$ cat src/rtl/core/gaussian_blur_3x3_stream_top_defines.svh
// assertion macros shared by the blur core modules
// no dependencies; taken in by `include where checks are written
`ifndef GAUSSIAN_BLUR_3X3_STREAM_TOP_DEFINES_SVH
`define GAUSSIAN_BLUR_3X3_STREAM_TOP_DEFINES_SVH

// condition that holds on every clock edge out of reset
`define GBL_ASSERT_ALWAYS(label, clk, rst, cond, msg) \
   label: assert property (@(posedge clk) disable iff (rst) (cond)) else $error(msg);

// consequent holds in the same cycle as the antecedent
`define GBL_ASSERT_IMPLY(label, clk, rst, ante, cons, msg) \
   label: assert property (@(posedge clk) disable iff (rst) (ante) |-> (cons)) \
      else $error(msg);

`endif

$ cat src/rtl/core/gbl_pkg.sv
// types, constants and helpers for the 3x3 gaussian blur stream core
// no dependencies; used by every module of the core
`default_nettype none

package gbl_pkg;

   localparam int MAX_WIDTH    = 1024;
   localparam int COL_W        = $clog2(MAX_WIDTH);
   localparam int PIX_W        = 8;
   localparam int WIDTH_REG_W  = 11;
   localparam int HEIGHT_REG_W = 12;
   localparam int ROW_W        = HEIGHT_REG_W + 1;
   localparam int SUM_W        = PIX_W + 4;
   localparam int CSR_IDX_W    = 1;
   localparam int CSR_DATA_W   = HEIGHT_REG_W;

   localparam logic [CSR_IDX_W-1:0] CSR_IMAGE_WIDTH  = 1'b0;
   localparam logic [CSR_IDX_W-1:0] CSR_IMAGE_HEIGHT = 1'b1;

   localparam logic [WIDTH_REG_W-1:0]  WIDTH_RESET  = 11'd640;
   localparam logic [HEIGHT_REG_W-1:0] HEIGHT_RESET = 12'd480;

   typedef struct packed {
      logic [PIX_W-1:0] pixel_in;
      logic             drain;
   } req_type;

   typedef struct packed {
      logic [PIX_W-1:0] blurred;
      logic             changed;
      logic             any_changed;
      logic             last;
   } rsp_type;

   // one window column, rows top to bottom
   typedef struct packed {
      logic [PIX_W-1:0] top;
      logic [PIX_W-1:0] mid;
      logic [PIX_W-1:0] bot;
   } pix_col_type;

   // which sides of the neighbourhood fall outside the image
   typedef struct packed {
      logic top_out;
      logic bot_out;
      logic left_out;
      logic right_out;
   } border_type;

   typedef struct packed {
      pix_col_type left;
      pix_col_type centre;
      pix_col_type right;
   } nbhd_type;

   // one line store entry: rows two above and one above
   typedef struct packed {
      logic [PIX_W-1:0] above2;
      logic [PIX_W-1:0] above1;
   } line_pair_type;

   function automatic pix_col_type replace_col(input pix_col_type c,
                                               input logic [PIX_W-1:0] centre,
                                               input logic top_out,
                                               input logic bot_out,
                                               input logic col_out);
      pix_col_type r;
      r.top = (top_out || col_out) ? centre : c.top;
      r.mid = col_out ? centre : c.mid;
      r.bot = (bot_out || col_out) ? centre : c.bot;
      return r;
   endfunction

endpackage

`default_nettype wire

$ cat src/rtl/core/gbl_col_cell.sv
// one column cell of the 3x3 window: holds a column, passes it on when shifted
// and gives its column with outside pixels replaced by the centre; uses gbl_pkg
`default_nettype none

module gbl_col_cell (
   input  wire logic                        clock,
   input  wire logic                        reset,
   input  wire logic                        shift_en,
   input  wire gbl_pkg::pix_col_type        col_in,
   input  wire logic [gbl_pkg::PIX_W-1:0]   centre,
   input  wire gbl_pkg::border_type         border,
   input  wire logic                        col_out,
   output gbl_pkg::pix_col_type             nbr_out,
   output gbl_pkg::pix_col_type             tap_out
);

   gbl_pkg::pix_col_type col_ff;
   gbl_pkg::pix_col_type col_in_sel;

   assign col_in_sel = shift_en ? col_in : col_ff;

   always_ff @(posedge clock) begin
      if (reset) begin
         col_ff <= '0;
      end else begin
         col_ff <= col_in_sel;
      end
   end

   assign nbr_out = col_ff;
   assign tap_out = gbl_pkg::replace_col(col_ff, centre, border.top_out,
                                         border.bot_out, col_out);

endmodule

`default_nettype wire

$ cat config.mk
export PLATFORM = sky130hd
export DESIGN_NAME = gbl_col_cell
export DESIGN_NICKNAME = d
export VERILOG_FILES = /design/src/rtl/core/gaussian_blur_3x3_stream_top_defines.svh /design/src/rtl/core/gbl_pkg.sv /design/src/rtl/core/gbl_col_cell.sv
export SDC_FILE = /design/constraint.sdc
export NUM_CORES = 1
export LEC_CHECK = 0
export ABC_AREA = 0
export BUFFER_PORTS_ARGS = -buffer_cell sky130_fd_sc_hd__buf_2
export CORE_AREA = 2 2 55 70
export CTS_CLUSTER_SIZE = 40
export DETAILED_ROUTE_END_ITERATION = 10
export DIE_AREA = 0 0 57 72
export PLACE_DENSITY = 0.72
export SLEW_MARGIN = 20
export SYNTH_ARGS = -nofsm -noshare
export SYNTH_HDL_FRONTEND = slang
export SYNTH_SLANG_ARGS = --single-unit
export TNS_END_PERCENT = 20
$ cat constraint.sdc
create_clock -name clock -period 1 [get_ports clock]
set_input_delay 0.2 -clock clock [delete_from_list [all_inputs] [get_ports clock]]
set_output_delay 0.2 -clock clock [all_outputs]
set_load 0.01 [all_outputs]
Word-level counts from Yosys, hierarchy flattened --
Cells that the tools add are included.
Operators by class: reduce and logical (&&, ||, !) cells 2, muxes and demuxes 3
Operator list (number):
- 2-to-1 mux 8 bit | 3
- logical OR 1 bit | 2
Storage, ports and cells: logic and storage cells 8, bits in registers 24

Logic depth before layout (Yosys ltp) --
Gate-level depths: netlist of run 1.
word-level depth 2, depth in mapped cells 4, gate-level depth less buffers 2

Least setup slack after synthesis of run 1 --
OpenSTA, ideal clock, no wires.
kind in2out, start in col_out, end out tap_out[16] (netlist bit), arrival time 866 ps, stages on the path 3, path slack -66 ps, required time 800 ps, cell sequence buf_6 -> nor2_8 -> mux2_2
RTL lines:
- start, declared | line gbl_col_cell.sv:12 | input wire logic col_out,
- end, declared | line gbl_col_cell.sv:14 | output gbl_pkg::pix_col_type tap_out

==> results of run 1 <==
routing by layer:
metal	GRT usage (%)	share of wire, %	vias to the layer above
met4	4.65	0.50	0
met5	0	0	-
met1	17.2	39	499
met3	3.39	5.7	2
li1	-	-	533
met2	29.8	54	46
placed cells by master (no fill, tap or decap):
| cell | Yosys | final |
|---|---|---|
| sky130_fd_sc_hd__mux2_4 | 0 | 17 |
| sky130_fd_sc_hd__clkbuf_8 | 0 | 4 |
| sky130_fd_sc_hd__nor2_8 | 2 | 2 |
| sky130_fd_sc_hd__buf_8 | 0 | 2 |
| sky130_fd_sc_hd__mux2_2 | 24 | 7 |
| sky130_fd_sc_hd__buf_4 | 1 | 3 |
| sky130_fd_sc_hd__buf_12 | 0 | 3 |
| sky130_fd_sc_hd__dfxtp_2 | 0 | 18 |
| sky130_fd_sc_hd__dfxtp_1 | 24 | 6 |
| sky130_fd_sc_hd__mux2i_1 | 24 | 24 |
| sky130_fd_sc_hd__buf_6 | 3 | 22 |
| sky130_fd_sc_hd__buf_2 | 0 | 60 |
| sky130_fd_sc_hd__nor2_1 | 24 | 24 |
worst register-to-register path, cell delays in order (launching register included):
cell and delay [ns]:
sky130_fd_sc_hd__dfxtp_1 0.32, sky130_fd_sc_hd__buf_4 0.13, sky130_fd_sc_hd__mux2i_1 0.11, sky130_fd_sc_hd__nor2_1 0.05
cell families (layout without fill, tap and decap cells):
family,after synthesis,after routing,share of synthesized area (%)
buf+inv,6,94,4.17
mux,48,48,43.6
simple gates,26,26,11.1
flops,24,24,41.1
how the worst max path moves through the flow:
stage	end	depth (start not counted)	from
floorplan	tap_out[0]	3	col_out
CTS	tap_out[23]	4	col_out
global placement	tap_out[11]	4	col_out
finish	tap_out[19]	4	border[3]
detailed placement	tap_out[23]	4	col_out
global route	tap_out[22]	4	border[3]
power groups by stage:
stage | combinational, W | sequential (W) | clock, W
after global routing | 0.000760 | 0.00107 | 0.000716
after CTS | 0.000655 | 0.00106 | 0.000692
after detailed placement | 0.000581 | 0.00107 | 0
after global placement | 0.000573 | 0.00107 | 0
final | 0.000712 | 0.00106 | 0.000657
after floorplan | 0.000303 | 0.00110 | 0
stage by stage:
step | setup TNS [ns] | setup slack [ns] | hold WS [ns] | total power, W | cells
floorplan | -0.442 | -0.0278 | 0.272 | 0.00140 | 104
global placement | -6.50 | -0.284 | 0.433 | 0.00165 | 227
detailed placement | -6.64 | -0.294 | 0.442 | 0.00165 | 227
CTS | -5.23 | -0.237 | 0.159 | 0.00240 | 231
global route | -5.38 | -0.234 | 0.168 | 0.00255 | 231
finish | -4.75 | -0.209 | 0.169 | 0.00243 | 231
layout make-up:
type,instances,share of cell area (%)
timing repair buffer,90,33.5
tap,39,2.47
multi-input combinational,74,35.7
sequential,24,25.5
clock buffer,4,2.79
timing repair:
action	CTS	global route
resized for setup	27	32
pin swaps	2	2
setup endpoints to repair	25	35
==> flow_metrics.env, run 1 <==
export IMPL_final_net_count=233
export IMPL_synth_top_cell_by_area="sky130_fd_sc_hd__dfxtp_1"
export IMPL_ctsHtreeMaxLevel=1
export IMPL_rr_endpoint="nbr_out[11]"
export IMPL_stdcell_area_um2=1970
export IMPL_slew_headroom_pct=81.8
export IMPL_outcome="finished with violations"
export IMPL_fmax_ghz=0.827
export IMPL_dr_total_vias=1080
export IMPL_area_of_the_mapped_netlist_um2=1170
export IMPL_grt_first_pass_wirelength_mm=5.06
export IMPL_irDropWorstVdd_uv=789
export IMPL_critical_path_max_stage_delay_ns=0.34
export IMPL_globalplace_congestion=0.707
export IMPL_full_die_area_um2=4100
export IMPL_layout_core_utilization_pct=57.6
export IMPL_comb_power_share_pct=29.3
export IMPL_finalHoldViolCount=0
export IMPL_yosys_cell_types_count=8
export IMPL_post_synthesis_net_count=144
export IMPL_worst_hold_path_endpoint="nbr_out[17]"
export IMPL_worstMarginPinSlew_ns=0.273
export IMPL_crit_arrival_ns=1.01
export IMPL_start_util_pct=34.2
export IMPL_core_area_um2=3420
export IMPL_internal_reg_to_reg_setup_slack_ns=0.30
export IMPL_synth_top_flop_cell="sky130_fd_sc_hd__dfxtp_1"
export IMPL_rsz0062_at_grt="yes"
export IMPL_maxSlewViolCount=0
export IMPL_critPathMaxFanout=8
export IMPL_cts_hold_buf=0
export IMPL_cts_path_max_buffers=2
export IMPL_clockRootBuffer="sky130_fd_sc_hd__clkbuf_8"
export IMPL_fillerInstances=316
export IMPL_holdCritStartpoint="col_in[17]"
export IMPL_fin_skew_ns=0
export IMPL_portion_of_the_post_synthesis_area_used_by_sequential_elements_pct=41.1
export IMPL_die_width_um=57
export IMPL_pin_count_of_the_biggest_net_entering_global_routing=25
export IMPL_synth_cells=104
export IMPL_antennaDiodeCount=0
export IMPL_largest_register_ff_count=24
export IMPL_final_layout_size_suffix_gt1_share_pct=71.9
export IMPL_cts_tree="done"
export IMPL_path_cells="buf_8 > nor2_8 > mux2_4 > buf_6"
export IMPL_regToRegStartpoint="nbr_out[11]"
export IMPL_power_net_switching_w=0.000639
export IMPL_area_occupied_by_multi_input_gates_um2=704
export IMPL_path_buf_inv=2
export IMPL_cts_sinks=24
export IMPL_routed_wl_mm=3.38
export IMPL_placement_io_buffers=85
export IMPL_power_per_cell_area_nw_per_um2=1230
export IMPL_drtIter0Drc=18
export IMPL_routed_wire_length_per_instance_um=14.6
export IMPL_setup_viol_count_final=25
export IMPL_cts_inserted_buffers=3
export IMPL_row_count=24
export IMPL_synth_area_top_cells="sky130_fd_sc_hd__dfxtp_1 (41%), sky130_fd_sc_hd__mux2_2 (23%), sky130_fd_sc_hd__mux2i_1 (21%), sky130_fd_sc_hd__nor2_1 (7.7%), sky130_fd_sc_hd__nor2_8 (3.4%)"
export IMPL_internal_portion_of_total_power_w=0.00179
export IMPL_detail_route_first_pass_iterations=3
export IMPL_hp_class="input pin to flop"
export IMPL_critPathLaunchType="input pin"
export IMPL_number_of_global_route_vias_before_repair=1136
export IMPL_whs_path_depth=3
export IMPL_fin_ws_ns=-0.209
export IMPL_worst_endpoint_required_ns=0.80
export IMPL_period_share_pct=121
export IMPL_area_growth_syn_to_fin_pct=68.6
export IMPL_ys_ff_latch=24
export IMPL_period_minus_slack_ns=1.21
export IMPL_endpoint_kind="output port"
export IMPL_cpLargestDelayFamily="multiplexers"
export IMPL_placedInstanceArea_um2=1690
export IMPL_synthesis_area_per_instance_um2=11.2
export IMPL_power_leakage_nw=1.06
export IMPL_grtUsageTotal_pct=15.7
export IMPL_design_portCount=88
export IMPL_edff_count_synth=0
export IMPL_switching_share_pct=26.3
export IMPL_cts_reportedPaths_clkPinSlew_ns=0.08
export IMPL_yosys_top_cells_count="sky130_fd_sc_hd__dfxtp_1 (24), sky130_fd_sc_hd__mux2_2 (24), sky130_fd_sc_hd__mux2i_1 (24), sky130_fd_sc_hd__nor2_1 (24), sky130_fd_sc_hd__buf_6 (3)"
export IMPL_die_y_um=72
export IMPL_via_per_inst=4.68
export IMPL_synth_largest_type_area_fraction_pct=41.1
export IMPL_remaining_drc_errors=0
export IMPL_crit_path_top_delay_cell="sky130_fd_sc_hd__mux2_4"
export IMPL_worst_r2r_cell_count=3
export IMPL_worst_skew_pair_late_latency_ns=0.26
export IMPL_ys_warnings_count=0
export IMPL_antenna_left=0
export IMPL_timing_setup_critical_path_class="input pin to output port"
export IMPL_area_sequential_um2=503
export IMPL_part_of_the_power_in_registers_pct=43.7
export IMPL_dp_hpwl_mm=2.34
export IMPL_clock_power_share_pct=27.0
export IMPL_max_cap_viol_count=0
export IMPL_violations="negative setup slack"
export IMPL_asyncSetResetFlopFracSynth_pct=0
export IMPL_cts_repair_timing_setup_buffer_count=0
export IMPL_antenna_violations_before_repair=0
export IMPL_overflow=0
Note: power is estimated with default switching activity, not from simulation.
==> run 2: changes to the inputs <==
Settings changed: ABC_AREA 0 to 1, BUFFER_PORTS_ARGS -buffer_cell sky130_fd_sc_hd__buf_2 to -buffer_cell sky130_fd_sc_hd__clkbuf_2, CORE_AREA 2 2 55 70 to 2 2 57 72, DIE_AREA 0 0 57 72 to 0 0 59 74, SKIP_CTS_REPAIR_TIMING set to 1.
==> flow_metrics.env, run 2 <==
export IMPL_area_occupied_by_multi_input_gates_um2=668
export IMPL_final_net_count=362
export IMPL_edff_count_synth=0
export IMPL_full_die_area_um2=4370
export IMPL_fin_skew_ns=0
export IMPL_regToRegStartpoint="nbr_out[7]"
export IMPL_antenna_violations_before_repair=0
export IMPL_timing_setup_critical_path_class="input pin to output port"
export IMPL_tns_ns=-1.10
export IMPL_core_area_um2=3690
export IMPL_internal_reg_to_reg_setup_slack_ns=0.42
export IMPL_violations="negative setup slack"
export IMPL_antenna_left=0
export IMPL_holdCritStartpoint="col_in[21]"
export IMPL_maxSlewViolCount=0
export IMPL_remaining_drc_errors=0
export IMPL_synth_top_cell_by_area="sky130_fd_sc_hd__dfxtp_1"
export IMPL_finalHoldViolCount=0
export IMPL_max_cap_viol_count=0
export IMPL_rsz0062_at_grt="yes"
export IMPL_pin_count_of_the_biggest_net_entering_global_routing=49
export IMPL_fillerInstances=398
export IMPL_drtIter0Drc=78
export IMPL_layout_core_utilization_pct=52.1
export IMPL_dp_hpwl_mm=2.78
export IMPL_final_layout_size_suffix_gt1_share_pct=39.4
export IMPL_cts_sinks=24
export IMPL_detail_route_first_pass_iterations=4
export IMPL_synth_area_top_cells="sky130_fd_sc_hd__dfxtp_1 (37%), sky130_fd_sc_hd__nand2_1 (35%), sky130_fd_sc_hd__nor2_1 (14%), sky130_fd_sc_hd__inv_1 (7.8%), sky130_fd_sc_hd__buf_6 (2.6%)"
export IMPL_yosys_cell_types_count=10
export IMPL_setup_viol_count_final=24
export IMPL_design_portCount=88
export IMPL_routed_wire_length_per_instance_um=10.2
export IMPL_synth_cells=232
export IMPL_hold_ws_ns=0.197
export IMPL_crit_arrival_ns=0.89
export IMPL_yosys_top_cells_count="sky130_fd_sc_hd__nand2_1 (122), sky130_fd_sc_hd__nor2_1 (48), sky130_fd_sc_hd__inv_1 (27), sky130_fd_sc_hd__dfxtp_1 (24), sky130_fd_sc_hd__buf_2 (4)"
export IMPL_portion_of_the_post_synthesis_area_used_by_sequential_elements_pct=36.9
export IMPL_endpoint_kind="output port"
export IMPL_ctsHtreeMaxLevel=1
export IMPL_synth_largest_type_area_fraction_pct=36.9
export IMPL_power_per_cell_area_nw_per_um2=1180
export IMPL_worst_endpoint_required_ns=0.80
export IMPL_most_common_layout_cells="sky130_fd_sc_hd__nand2_1 (117), sky130_fd_sc_hd__clkbuf_2 (61), sky130_fd_sc_hd__nor2_1 (48)"
export IMPL_critPathMaxFanout=8
export IMPL_period_share_pct=109
export IMPL_dr_total_vias=1540
export IMPL_synth_top_flop_cell="sky130_fd_sc_hd__dfxtp_1"
export IMPL_power_leakage_nw=1.24
export IMPL_asyncSetResetFlopFracSynth_pct=0
export IMPL_grt_first_pass_wirelength_mm=5.27
export IMPL_most_common_cell_after_layout_fill_and_taps_aside="sky130_fd_sc_hd__nand2_1"
export IMPL_via_per_inst=4.28
export IMPL_hp_class="input pin to flop"
export IMPL_die_width_um=59
export IMPL_fin_ws_ns=-0.0943
export IMPL_cts_tree="done"
export IMPL_slew_headroom_pct=86.0
export IMPL_antennaDiodeCount=0
export IMPL_worst_hold_path_endpoint="nbr_out[21]"
export IMPL_rr_endpoint="nbr_out[7]"
export IMPL_synthesis_area_per_instance_um2=5.61
export IMPL_start_util_pct=35.3
export IMPL_ys_ff_latch=24
export IMPL_routed_wl_mm=3.68
export IMPL_grtUsageTotal_pct=15.6
export IMPL_cts_inserted_buffers=3
export IMPL_clockRootBuffer="sky130_fd_sc_hd__clkbuf_8"
export IMPL_cts_reportedPaths_clkPinSlew_ns=0.08
export IMPL_cts_path_max_buffers=2
export IMPL_row_count=25
export IMPL_irDropWorstVdd_uv=748
export IMPL_period_minus_slack_ns=1.09
export IMPL_synthMostInstantiatedCell="sky130_fd_sc_hd__nand2_1"
export IMPL_overflow=0
export IMPL_area_of_the_mapped_netlist_um2=1300
export IMPL_worst_skew_pair_late_latency_ns=0.26
export IMPL_post_synthesis_net_count=272
export IMPL_area_sequential_um2=508
export IMPL_placement_io_buffers=85
export IMPL_number_of_global_route_vias_before_repair=1222
export IMPL_whs_path_depth=5
export IMPL_area_growth_syn_to_fin_pct=47.6
export IMPL_worst_r2r_cell_count=2
export IMPL_outcome="finished with violations"
export IMPL_largest_register_ff_count=24
export IMPL_worstMarginPinSlew_ns=0.210
export IMPL_die_y_um=74
export IMPL_ys_warnings_count=0
export IMPL_fmax_ghz=0.914
export IMPL_critPathLaunchType="input pin"
export IMPL_globalplace_congestion=0.757
[run 2: cell count changes after synthesis, sizes merged, moves of 4 or more]
cell / previous run / this run
nand2: 0 / 122
inv: 0 / 28
mux2: 24 / 0
mux2i: 24 / 0
nor2: 26 / 50
buf: 4 / 8
[run 2: logic make-up after synthesis]
kind of cell,after synthesis,synth area share (%)
flip-flops,24,36.9
AND/OR/NAND/NOR,172,50.3
buffers and inverters,36,12.8
[run 2: metal layers]
layer | part of all wire (%) | vias to the layer above | track usage [%]
li1 | - | 842 | -
met5 | 0 | - | 0
met4 | 0 | 0 | 3.79
met1 | 45 | 642 | 19.2
met3 | 6.2 | 0 | 3.13
met2 | 49 | 56 | 27.5
[run 2: critical path, cell delays in order]
cell and delay (ns):
sky130_fd_sc_hd__buf_12 0.11, sky130_fd_sc_hd__buf_12 0.11, sky130_fd_sc_hd__nor2_4 0.20, sky130_fd_sc_hd__nand2_1 0.08, sky130_fd_sc_hd__nand2_1 0.06, sky130_fd_sc_hd__buf_2 0.12
[run 2: worst max-delay path by stage]
stage          depth (start not counted)          end  startpoint
2_1_floorplan                          4  tap_out[16]     col_out
3_3_place_gp                           6   tap_out[6]     col_out
3_5_place_dp                           6   tap_out[6]     col_out
4_1_cts                                6   tap_out[6]     col_out
5_1_grt                                6   tap_out[7]     col_out
6_report                               6   tap_out[6]     col_out
[run 2: power breakdown]
| part | total, W | internal, W | switching [W] |
|---|---|---|---|
| Combinational | 0.000634 | 0.000288 | 0.000346 |
| Clock | 0.000548 | 0.000268 | 0.000280 |
| Sequential | 0.00109 | 0.00104 | 0.0000528 |
[run 2: stage by stage]
| step | setup WS, ns | cells | instance area (µm²) | power, W |
|---|---|---|---|---|
| after CTS | -0.179 | 358 | 1850 | 0.00227 |
| after floorplan | 0.0888 | 232 | 1300 | 0.00142 |
| after global placement | -0.161 | 355 | 1810 | 0.00171 |
| final | -0.0943 | 360 | 1920 | 0.00227 |
| after detailed placement | -0.176 | 355 | 1810 | 0.00172 |
| after global routing | -0.145 | 360 | 1920 | 0.00243 |
[run 2: final cells by class]
cell class	instances	share of cell area, %
sequential	24	26.4
multi-input combinational	172	34.7
clock buffer	3	2.15
tap	40	2.60
inverter	28	5.47
timing repair buffer	93	28.6
