File: src/rtl/core/gaussian_blur_3x3_stream_top_defines.svh
// assertion macros shared by the blur core modules
// no dependencies; taken in by `include where checks are written
`ifndef GAUSSIAN_BLUR_3X3_STREAM_TOP_DEFINES_SVH
`define GAUSSIAN_BLUR_3X3_STREAM_TOP_DEFINES_SVH

// condition that holds on every clock edge out of reset
`define GBL_ASSERT_ALWAYS(label, clk, rst, cond, msg) \
   label: assert property (@(posedge clk) disable iff (rst) (cond)) else $error(msg);

// consequent holds in the same cycle as the antecedent
`define GBL_ASSERT_IMPLY(label, clk, rst, ante, cons, msg) \
   label: assert property (@(posedge clk) disable iff (rst) (ante) |-> (cons)) \
      else $error(msg);

`endif

File: src/rtl/core/gbl_pkg.sv
// types, constants and helpers for the 3x3 gaussian blur stream core
// no dependencies; used by every module of the core
`default_nettype none

package gbl_pkg;

   localparam int MAX_WIDTH    = 1024;
   localparam int COL_W        = $clog2(MAX_WIDTH);
   localparam int PIX_W        = 8;
   localparam int WIDTH_REG_W  = 11;
   localparam int HEIGHT_REG_W = 12;
   localparam int ROW_W        = HEIGHT_REG_W + 1;
   localparam int SUM_W        = PIX_W + 4;
   localparam int CSR_IDX_W    = 1;
   localparam int CSR_DATA_W   = HEIGHT_REG_W;

   localparam logic [CSR_IDX_W-1:0] CSR_IMAGE_WIDTH  = 1'b0;
   localparam logic [CSR_IDX_W-1:0] CSR_IMAGE_HEIGHT = 1'b1;

   localparam logic [WIDTH_REG_W-1:0]  WIDTH_RESET  = 11'd640;
   localparam logic [HEIGHT_REG_W-1:0] HEIGHT_RESET = 12'd480;

   typedef struct packed {
      logic [PIX_W-1:0] pixel_in;
      logic             drain;
   } req_type;

   typedef struct packed {
      logic [PIX_W-1:0] blurred;
      logic             changed;
      logic             any_changed;
      logic             last;
   } rsp_type;

   // one window column, rows top to bottom
   typedef struct packed {
      logic [PIX_W-1:0] top;
      logic [PIX_W-1:0] mid;
      logic [PIX_W-1:0] bot;
   } pix_col_type;

   // which sides of the neighbourhood fall outside the image
   typedef struct packed {
      logic top_out;
      logic bot_out;
      logic left_out;
      logic right_out;
   } border_type;

   typedef struct packed {
      pix_col_type left;
      pix_col_type centre;
      pix_col_type right;
   } nbhd_type;

   // one line store entry: rows two above and one above
   typedef struct packed {
      logic [PIX_W-1:0] above2;
      logic [PIX_W-1:0] above1;
   } line_pair_type;

   function automatic pix_col_type replace_col(input pix_col_type c,
                                               input logic [PIX_W-1:0] centre,
                                               input logic top_out,
                                               input logic bot_out,
                                               input logic col_out);
      pix_col_type r;
      r.top = (top_out || col_out) ? centre : c.top;
      r.mid = col_out ? centre : c.mid;
      r.bot = (bot_out || col_out) ? centre : c.bot;
      return r;
   endfunction

endpackage

`default_nettype wire

File: src/rtl/core/gbl_kernel.sv
// weighted 1 2 1 / 2 4 2 / 1 2 1 sum of a neighbourhood, divided by 16
// depends on gbl_pkg
`default_nettype none

module gbl_kernel (
   input  wire gbl_pkg::nbhd_type           nbhd,
   output logic [gbl_pkg::PIX_W-1:0]        blurred,
   output logic                             changed
);

   logic [gbl_pkg::SUM_W-1:0] corner_sum;
   logic [gbl_pkg::SUM_W-1:0] side_sum;
   logic [gbl_pkg::SUM_W-1:0] total;

   always_comb begin
      corner_sum = gbl_pkg::SUM_W'(nbhd.left.top) + gbl_pkg::SUM_W'(nbhd.right.top)
                 + gbl_pkg::SUM_W'(nbhd.left.bot) + gbl_pkg::SUM_W'(nbhd.right.bot);
      side_sum   = gbl_pkg::SUM_W'(nbhd.centre.top) + gbl_pkg::SUM_W'(nbhd.centre.bot)
                 + gbl_pkg::SUM_W'(nbhd.left.mid) + gbl_pkg::SUM_W'(nbhd.right.mid);
      total      = corner_sum + {side_sum[gbl_pkg::SUM_W-2:0], 1'b0}
                 + {2'b00, nbhd.centre.mid, 2'b00};
      // truncating divide by 16
      blurred    = total[gbl_pkg::SUM_W-1:4];
      changed    = blurred != nbhd.centre.mid;
   end

endmodule

`default_nettype wire

File: config.mk
export PLATFORM = sky130hd
export DESIGN_NAME = gbl_kernel
export DESIGN_NICKNAME = d
export VERILOG_FILES = /design/src/rtl/core/gaussian_blur_3x3_stream_top_defines.svh /design/src/rtl/core/gbl_pkg.sv /design/src/rtl/core/gbl_kernel.sv
export SDC_FILE = /design/constraint.sdc
export NUM_CORES = 1
export LEC_CHECK = 0
export BUFFER_PORTS_ARGS = -buffer_cell sky130_fd_sc_hd__buf_2
export CAP_MARGIN = 20
export CORE_ASPECT_RATIO = 0.5
export CORE_UTILIZATION = 35
export DETAILED_ROUTE_END_ITERATION = 8
export SETUP_SLACK_MARGIN = 0.15
export SLEW_MARGIN = 20
export SYNTH_ARGS = -nofsm -noshare
export SYNTH_HDL_FRONTEND = slang
export SYNTH_SLANG_ARGS = --single-unit
File: constraint.sdc
create_clock -name vclk -period 5
set_input_delay 0 -clock vclk [all_inputs]
set_output_delay 0 -clock vclk [all_outputs]
set_load 0.02 [all_outputs]
== Word-level counts from Yosys, hierarchy flattened ==
Index checks and enable logic that the tools add are counted.

* Register bits: 0
* Bits of input ports: 72
* Word-level logic and storage cells: 9

* Add/sub/neg operators: 8
* Equality and inequality tests: 1

{| class="wikitable"
|+ Operators with widths
! kind !! number
|-
| adder 10 x 8 -> 11 bit || 2
|-
| adder 9 x 8 -> 10 bit || 2
|-
| adder 8 x 8 -> 9 bit || 2
|-
| adder 11 x 12 -> 12 bit || 1
|-
| adder 12 x 10 -> 12 bit || 1
|-
| inequality test 8 bit || 1
|}

== Longest topological paths before layout ==
Gate-level depths: netlist of run 1.

* Depth after elaboration: 6
* Gate-level depth with buffers: 26
* Mapped depth without buffers: 26

== Worst setup path before layout of run 1 ==
OpenSTA, ideal clock, no wires.

* Path kind: input to output
* From: in nbhd[10] (netlist name)
* To: out changed
* Arrival time: 5.477 ns
* Required time: 5.000 ns
* Path slack: -0.477 ns
* Stages on the path: 23
* Path buffers: 1
* Path through: inv_1 > fa_1 > fa_1 > inv_1 > ha_1 > a21o_1 > a21oi_1 > o21ai_0 > a21oi_1 > xor2_1 > fa_1 > fa_1 > fa_1 > inv_1 > ha_1 > buf_2 > nand2_1 > o21ai_0 > o311a_2 > nor2_1 > xnor2_1 > xnor2_1 > nand4_1

* Cells in the longest elaborated chain, start to end: 4

{| class="wikitable"
|+ RTL lines
! element !! RTL line !! text
|-
| from (decl) || gbl_kernel.sv:6 || <nowiki>input wire gbl_pkg::nbhd_type nbhd,</nowiki>
|-
| adder 10 x 8 -> 11 bit || gbl_kernel.sv:19 || <nowiki>+ gbl_pkg::SUM_W'(nbhd.left.mid) + gbl_pkg::SUM_W'(nbhd.right.mid);</nowiki>
|-
| adder 11 x 12 -> 12 bit || gbl_kernel.sv:20 || <nowiki>total = corner_sum + {side_sum[gbl_pkg::SUM_W-2:0], 1'b0}</nowiki>
|-
| adder 12 x 10 -> 12 bit || gbl_kernel.sv:21 || <nowiki>+ {2'b00, nbhd.centre.mid, 2'b00};</nowiki>
|-
| named net blurred (one bit) || gbl_kernel.sv:7 || <nowiki>output logic [gbl_pkg::PIX_W-1:0] blurred,</nowiki>
|-
| inequality test 8 bit || gbl_kernel.sv:24 || <nowiki>changed = blurred != nbhd.centre.mid;</nowiki>
|-
| to (decl) || gbl_kernel.sv:8 || <nowiki>output logic changed</nowiki>
|}

The timed path passes the listed nets, and every way through them passes these cells.

== Final worst setup path of run 1 ==
* From: in nbhd[42] (netlist name)
* To: out changed

* Cells in the longest elaborated chain, start to end: 6

{| class="wikitable"
|+ RTL lines
! element !! RTL line !! text
|-
| adder 8 x 8 -> 9 bit || gbl_kernel.sv:18 || <nowiki>side_sum = gbl_pkg::SUM_W'(nbhd.centre.top) + gbl_pkg::SUM_W'(nbhd.centre.bot)</nowiki>
|-
| adder 9 x 8 -> 10 bit || gbl_kernel.sv:19 ||
|-
| adder 10 x 8 -> 11 bit || gbl_kernel.sv:19 ||
|-
| adder 11 x 12 -> 12 bit || gbl_kernel.sv:20 ||
|-
| adder 12 x 10 -> 12 bit || gbl_kernel.sv:21 ||
|-
| inequality test 8 bit || gbl_kernel.sv:24 ||
|}

Every way passes these cells.

==> flow_summary_export.csv, run 1 <==
group,metric,value,unit
placement,hpwl,4.462,mm
timing,fmax,188.8,MHz
die,core,5753,sq um
final_layout,num_antenna_cells,0,
drt,drt-initial-drc-count,55,
synth,synth_fp_nets,394,
final_layout,n_fill_cell,517,
final_layout,seq_cells,0,
synth,synth_top_cell_area_share,40.93,%
drt,drt_wl_total,5.126,mm
die,start_util,38.26,%
timing,finalHoldViolCount,0,
timing,fin_crit_sh,105.9,%
synth,yosys_warnings,0,
setup_path,path_delay_family,"adder cells",
final_layout,layout.nets,511,
placement,port_buffers,81,
final_layout,area_growth,53.44,%
hold_path,hold_class,"input pin to primary output",
timing,tightestPinTransition,290.7,ps
timing,slew_headroom,80.41,%
die,die_y,58.07,um
synth,synth_cells,254,
final_layout,final-seq-area,0,sq um
final_layout,final_core_util,58.70,%
setup_path,cp.arrival,5300,ps
synth,synth_common_cells,"86 x inv_1, 45 x fa_1, 23 x ha_1",
synth,synth_cell_types,34,
synth,netlist_top_cells_area,"fa_1 41%, inv_1 15%, ha_1 13%",
synth,synth_top_area_cell,"fa_1",
outcome,status,"complete, but fails checks",
global_routing,grt_pass1_wl,8.963,mm
drt,wl_per_cell,11.32,um
setup_path,worst_setup_path_start_kind,"input pin",
synth,avgSynthCellArea,8.665,sq um
setup_path,critical_path_class,"input pin to primary output",
flow_run,cap_violations,0,
final_layout,fin_cells,453,
placement,dpl.cell_count,441,
synth,yosysMostFrequentCell,"inv_1",
global_routing,grt.total_usage,16.54,%
timing,slew_violations,0,
die,ios,81,
timing,finalSetupViolCount,3,
synth,yosysSeqAreaShare,0,%
drt,first_pass_iters,4,
setup_path,critical_path.endpoint_type,"primary output",
setup_path,path_cells,"buf_8 -> inv_8 -> fa_1 -> fa_1 -> inv_1 -> ha_1 -> a21o_1 -> a21oi_2 -> o21ai_2 -> a21oi_2 -> xor2_1 -> fa_1 -> fa_2 -> fa_1 -> inv_2 -> ha_4 -> a211o_1 -> o311a_4 -> nor2_4 -> xnor2_4 -> xnor2_1 -> nand4_1 -> buf_4",
drt,via_count,1992,
timing,finalCriticalPeriod,5297,ps
drt,vias_per_cell,4.397,
timing,rsz0062_at_grt,"yes",
final_layout,layout-drive-gt1-share,48.24,%
setup_path,crit_fanout,6,
global_routing,grt_max_degree,8,
final_layout,clock_buffers,0,
setup_path,cp_data_required_time,5000,ps
global_routing,antenna_found_initial,0,
drt,drc,0,
setup_path,slowest_delay,550,ps
setup_path,cpMostUsedCell,"fa_1",
timing,fin_ws,-297.4,ps
die,dieArea,6628,sq um
placement,gp_congestion,0.8021,
die,num_rows,19,
global_routing,overflow,0,
die,dieWidth,114.1,um
setup_path,worst-path-buf-inv,5,
outcome,violations,"setup timing",
drt,ant_nets,0,
synth,syn_area,2201,sq um
setup_path,cpMaxStageDelayCell,"fa_2",
global_routing,grt_pass1_vias,2084,
## timing repair
item	in CTS	in global routing
gates resized for setup	61	13
hold buffers	0	0
pin swaps	54	20
setup endpoints to repair	7	7
buffers inserted	8	4
## worst min-delay path: stages
cell,delay (ps)
buf_2,110
xnor2_1,80
nand4_1,80
buf_4,130
## path summary, 6_finish.rpt
check	start	to	slack (ps)	depth (start not counted)
min	nbhd[38]	changed	400	4
max	nbhd[42]	changed	-300	23
## final cells by class
cell class                 count  area, sq um  share of cell area [%]
tap                           84        105.1                   3.112
inverter                      86        330.3                   9.781
multi-input combinational    164         2150                   63.65
timing repair buffer         119        792.0                   23.45
## metal layers
layer  track usage [%]  up-vias  wire, um
met3            0.3138        2       177
met1             23.19      942      2365
met4            0.5566        0        14
met2             30.56       42      2568
met5                 0        -         0
li1                  -     1006         -
## metrics by stage
step	instance area (sq um)	TNS, ps	hold slack [ps]	setup WS, ps
after detailed placement	2983	-1828	393.8	-593.7
after floorplan	2302	-139.4	209.7	-139.4
after global routing	3377	-1658	441.1	-526.3
after CTS	3308	-550.1	397.2	-291.3
final	3377	-757.1	396.8	-297.4
after global placement	2983	-1353	407.1	-536.9
## cells by family (layout without fill, tap and decap cells)
| family | count (synthesis) | in the layout | synth area share (%) |
|---|---|---|---|
| simple gates | 41 | 41 | 10.01 |
| xor+xnor | 21 | 21 | 8.357 |
| compound gates | 33 | 33 | 11.48 |
| buf+inv | 90 | 205 | 15.69 |
| fa+ha+maj | 68 | 68 | 54.01 |
| mux | 1 | 1 | 0.4548 |
## placed cells by master, fill, tap and decap left out, types with 2 or more instances in the layout
cell     count
a21oi_4      2
xnor2_2      4
nor2_2       2
fa_2         3
nor2_1       7
buf_6       19
xor2_2       2
ha_4         5
fa_1        42
a21o_1       5
o21ai_2      4
xnor2_1      6
a21oi_1      3
buf_4       27
buf_2       72
nand3_2      2
nand2_1      5
xor2_1       8
nor2_4       2
nand3_1      6
ha_1        17
nand4_1      4
inv_2       10
o21ai_0      3
a21oi_2      4
inv_1       75
a21o_4       3
Power of run 1 is not shown: default switching activity piles up to over one toggle a cycle in this logic, so the estimate is an artifact.
==> inputs of run 2 (changes only) <==
--- a/config.mk
+++ b/config.mk
@@ -5,11 +5,12 @@
 export SDC_FILE = /design/constraint.sdc
 export NUM_CORES = 1
 export LEC_CHECK = 0
-export BUFFER_PORTS_ARGS = -buffer_cell sky130_fd_sc_hd__buf_2
+export BUFFER_PORTS_ARGS = -buffer_cell sky130_fd_sc_hd__buf_4
 export CAP_MARGIN = 20
 export CORE_ASPECT_RATIO = 0.5
 export CORE_UTILIZATION = 35
 export DETAILED_ROUTE_END_ITERATION = 8
+export RECOVER_POWER = 100
 export SETUP_SLACK_MARGIN = 0.15
 export SLEW_MARGIN = 20
 export SYNTH_ARGS = -nofsm -noshare
==> flow_summary_export.csv, run 2 (synthesis gave the netlist of run 1 again) <==
group,metric,value,unit
hold_path,min_path_cells,4,
final_layout,final-seq-area,0,sq um
timing,rsz0062_at_grt,"yes",
setup_path,cp_data_required_time,5000,ps
timing,fin_hold_ws,369.9,ps
die,num_rows,19,
setup_path,crit_fanout,3,
setup_path,critical_path.endpoint_type,"primary output",
final_layout,layout.nets,512,
drt,vias_per_cell,4.430,
global_routing,grt_use_met3,0.6276,%
placement,gp_congestion,0.8609,
outcome,status,"complete, but fails checks",
placement,hpwl,4.527,mm
drt,first_pass_iters,4,
outcome,violations,"setup timing",
placement,place_area,3208,sq um
timing,finalSetupViolCount,3,
flow_run,cap_violations,0,
final_layout,layout-drive-gt1-share,47.30,%
hold_path,hold_end,"changed",
die,dieArea,6628,sq um
setup_path,slowest_delay,540,ps
global_routing,grt_use_met1,23.68,%
hold_path,worstHoldStart,"nbhd[38]",
global_routing,busiest_layer,"met2",
setup_path,worst_setup_path_start_kind,"input pin",
drt,ant_nets,0,
timing,tightestPinTransition,331.2,ps
timing,fmax,188.0,MHz
global_routing,grt_pass1_wl,8.783,mm
setup_path,cp.arrival,5320,ps
global_routing,overflow,0,
global_routing,grt_max_degree,9,
drt,wl_per_cell,11.34,um
setup_path,cpMaxStageDelayCell,"fa_2",
die,start_util,38.26,%
drt,via_count,2011,
global_routing,grt_pass1_vias,2026,
final_layout,postLayoutCellArea,3513,sq um
setup_path,critical_path_class,"input pin to primary output",
setup_path,cpMostUsedCell,"fa_1",
timing,fin_ws,-318.5,ps
drt,drt_wl_total,5.149,mm
clock_network,hold_buffers,0,
final_layout,area_growth,59.64,%
global_routing,gr-usage-met2,28.48,%
timing,fin_crit_sh,106.4,%
setup_path,path_cells,"buf_6 -> inv_2 -> fa_1 -> fa_1 -> inv_1 -> ha_1 -> a21o_1 -> a21oi_2 -> o21ai_2 -> a21oi_2 -> xor2_1 -> fa_1 -> fa_2 -> fa_1 -> inv_2 -> ha_4 -> a211o_1 -> o311a_4 -> nor2_4 -> xnor2_4 -> xnor2_2 -> nand4_1 -> buf_4",
global_routing,antenna_found_initial,0,
placement,port_buffers,81,
timing,finalCriticalPeriod,5318,ps
setup_path,path_delay_family,"adder cells",
timing,finalHoldViolCount,0,
final_layout,final_cell_mix,"107 x buf_4, 74 x inv_1, 42 x fa_1",
drt,drt-initial-drc-count,36,
die,core,5753,sq um
final_layout,num_antenna_cells,0,
drt,drc,0,
setup_path,worst-path-buf-inv,5,
final_layout,seq_cells,0,
global_routing,grt.total_usage,16.14,%
timing,slew_headroom,77.68,%
timing,slew_violations,0,
die,dieWidth,114.1,um
die,ios,81,
final_layout,final_common_cell,"buf_4",
final_layout,clock_buffers,0,
die,die_y,58.07,um
hold_path,hold_class,"input pin to primary output",
run 2: cell types whose count changed in the layout (fill, tap and decap cells not counted), moves of 2 or more:
cell | previous run | this run
buf_2 | 72 | 0
buf_4 | 27 | 107
nor2_2 | 2 | 4
buf_6 | 19 | 11
run 2: layout make-up:
| cell class | count | area (sq um) |
|---|---|---|
| Timing Repair Buffer | 120 | 950.9 |
| Tap cell | 84 | 105.1 |
| Inverter | 86 | 330.3 |
| Fill cell | 522 | 2240 |
| Multi-Input combinational cell | 164 | 2127 |
run 2: per-layer routing:
layer  vias up  share of wire, %
met5         -                 0
met4         0                 0
met3         0               4.6
met2        51                50
met1       951                46
li1       1009                 -
run 2: tightest hold or removal path: stages:
cell	delay, ps
buf_4	110
xnor2_2	60
nand4_1	70
buf_4	130
run 2: worst max path at each step:
stage	from	endpoint	slack [ps]	depth (start not counted)
after floorplan	nbhd[42]	changed	-140	21
after global placement	nbhd[42]	changed	-540	23
after detailed placement	nbhd[42]	changed	-640	23
after CTS	nbhd[26]	changed	-340	23
after global routing	nbhd[26]	changed	-570	23
final	nbhd[26]	changed	-320	23
run 2: repair_timing:
item                                   4_1_cts  5_1_grt
setup buffers                                6        4
pin swaps                                   37       24
resized for setup                           37       16
cloned                                       0        0
setup endpoints to repair                    6        8
endpoints found under the hold margin        0        0
run 2: stage by stage:
| stage | TNS (ps) | utilization, % | instances | setup WS (ps) |
|---|---|---|---|---|
| detailed placement | -2067 | 55.76 | 444 | -644.8 |
| CTS | -566.0 | 59.87 | 450 | -337.1 |
| global placement | -1507 | 55.76 | 444 | -538.7 |
| finish | -523.1 | 61.07 | 454 | -318.5 |
| floorplan | -139.4 | - | 254 | -139.4 |
| global route | -1438 | 61.07 | 454 | -574.9 |
Power of run 2 is left out for the same reason.
==> inputs of run 3 (changes only) <==
--- a/config.mk
+++ b/config.mk
@@ -8,6 +8,7 @@
 export BUFFER_PORTS_ARGS = -buffer_cell sky130_fd_sc_hd__buf_4
 export CAP_MARGIN = 20
 export CORE_ASPECT_RATIO = 0.5
+export CORE_MARGIN = 10
 export CORE_UTILIZATION = 35
 export DETAILED_ROUTE_END_ITERATION = 8
 export RECOVER_POWER = 100
==> flow_summary_export.csv, run 3 (synthesis gave the netlist of run 1 again) <==
group,metric,value,unit
outcome,status,"complete, but fails checks",
outcome,violations,"setup timing",
die,num_rows,20,
die,dieArea,10050,sq um
final_layout,final-seq-area,0,sq um
final_layout,final_cell_mix,"105 x buf_4, 73 x inv_1, 43 x fa_1",
timing,fin_crit_sh,108.4,%
timing,finalHoldViolCount,0,
drt,drc,0,
setup_path,cp_data_required_time,5000,ps
drt,first_pass_iters,4,
final_layout,area_growth,59.58,%
final_layout,layout-drive-gt1-share,46.63,%
timing,finalSetupViolCount,4,
global_routing,antenna_found_initial,0,
die,dieWidth,132.1,um
die,core,6081,sq um
die,die_y,76.07,um
final_layout,final_core_util,57.76,%
hold_path,hold_class,"input pin to primary output",
timing,finalCriticalPeriod,5420,ps
drt,via_count,2013,
timing,tightestPinTransition,365.4,ps
setup_path,path_delay_family,"adder cells",
placement,pre_cts_slack,-740.2,ps
drt,vias_per_cell,4.386,
setup_path,worst-path-buf-inv,8,
setup_path,slowest_delay,560,ps
drt,wl_per_cell,12.94,um
flow_run,cap_violations,0,
setup_path,crit_fanout,3,
die,ios,81,
placement,hpwl,5.219,mm
setup_path,worst_setup_path_start_kind,"input pin",
global_routing,grt_pass1_wl,10.20,mm
global_routing,grt_max_degree,8,
placement,port_buffers,81,
global_routing,grt_pass1_vias,2239,
timing,fmax,184.5,MHz
setup_path,critical_path_class,"input pin to primary output",
timing,rsz0062_at_grt,"yes",
final_layout,num_antenna_cells,0,
setup_path,cpMaxStageDelayCell,"fa_2",
placement,gp_congestion,0.7866,
drt,drt_wl_total,5.940,mm
drt,drt-initial-drc-count,57,
clock_network,hold_buffers,0,
setup_path,cp.arrival,5420,ps
drt,ant_nets,0,
timing,fin_ws,-420.2,ps
timing,slew_headroom,75.59,%
final_layout,final_common_cell,"buf_4",
die,start_util,36.19,%
final_layout,layout.nets,513,
final_layout,clock_buffers,0,
timing,slew_violations,0,
global_routing,grt.total_usage,11.58,%
final_layout,n_fill_cell,544,
global_routing,overflow,0,
setup_path,critical_path.endpoint_type,"primary output",
final_layout,seq_cells,0,
## run 3: cell types whose count changed in the layout (fill, tap and decap cells not counted), moves of 2 or more
cell	delta
buf_4	-2
buf_6	+3
nor2_1	+2
nor2_2	-3
## run 3: layout make-up
class	count	area, sq um	area share (%)
Tap cell	88	110.1	3.135
Timing Repair Buffer	121	954.7	27.18
Multi-Input combinational cell	164	2115	60.21
Inverter	86	332.8	9.476
## run 3: layer usage
metal	global-route usage, %	vias up	part of all wire [%]
met2	22.28	50	53
met5	0	-	0
met1	14.50	957	42
met3	0.8553	2	4.3
li1	-	1004	-
met4	0.1104	0	0.27
## run 3: worst paths after layout
kind	start	end	slack [ps]	cells after the start
hold / removal	nbhd[39]	changed	390	4
setup / recovery	nbhd[41]	changed	-420	26
## run 3: stage by stage
stage	hold WS, ps	cells	TNS, ps	cell area [sq um]
floorplan	209.7	254	-139.4	2302
global placement	354.8	450	-1741	3228
detailed placement	381.2	450	-2117	3228
CTS	404.1	456	-484.0	3475
global route	412.3	459	-1881	3512
finish	386.7	459	-654.5	3512
## run 3: repair_timing
item	in CTS	in global routing
setup endpoints to repair	7	8
setup buffers	6	3
pin swaps	44	7
gates resized for setup	48	8
Power of run 3 is left out for the same reason.
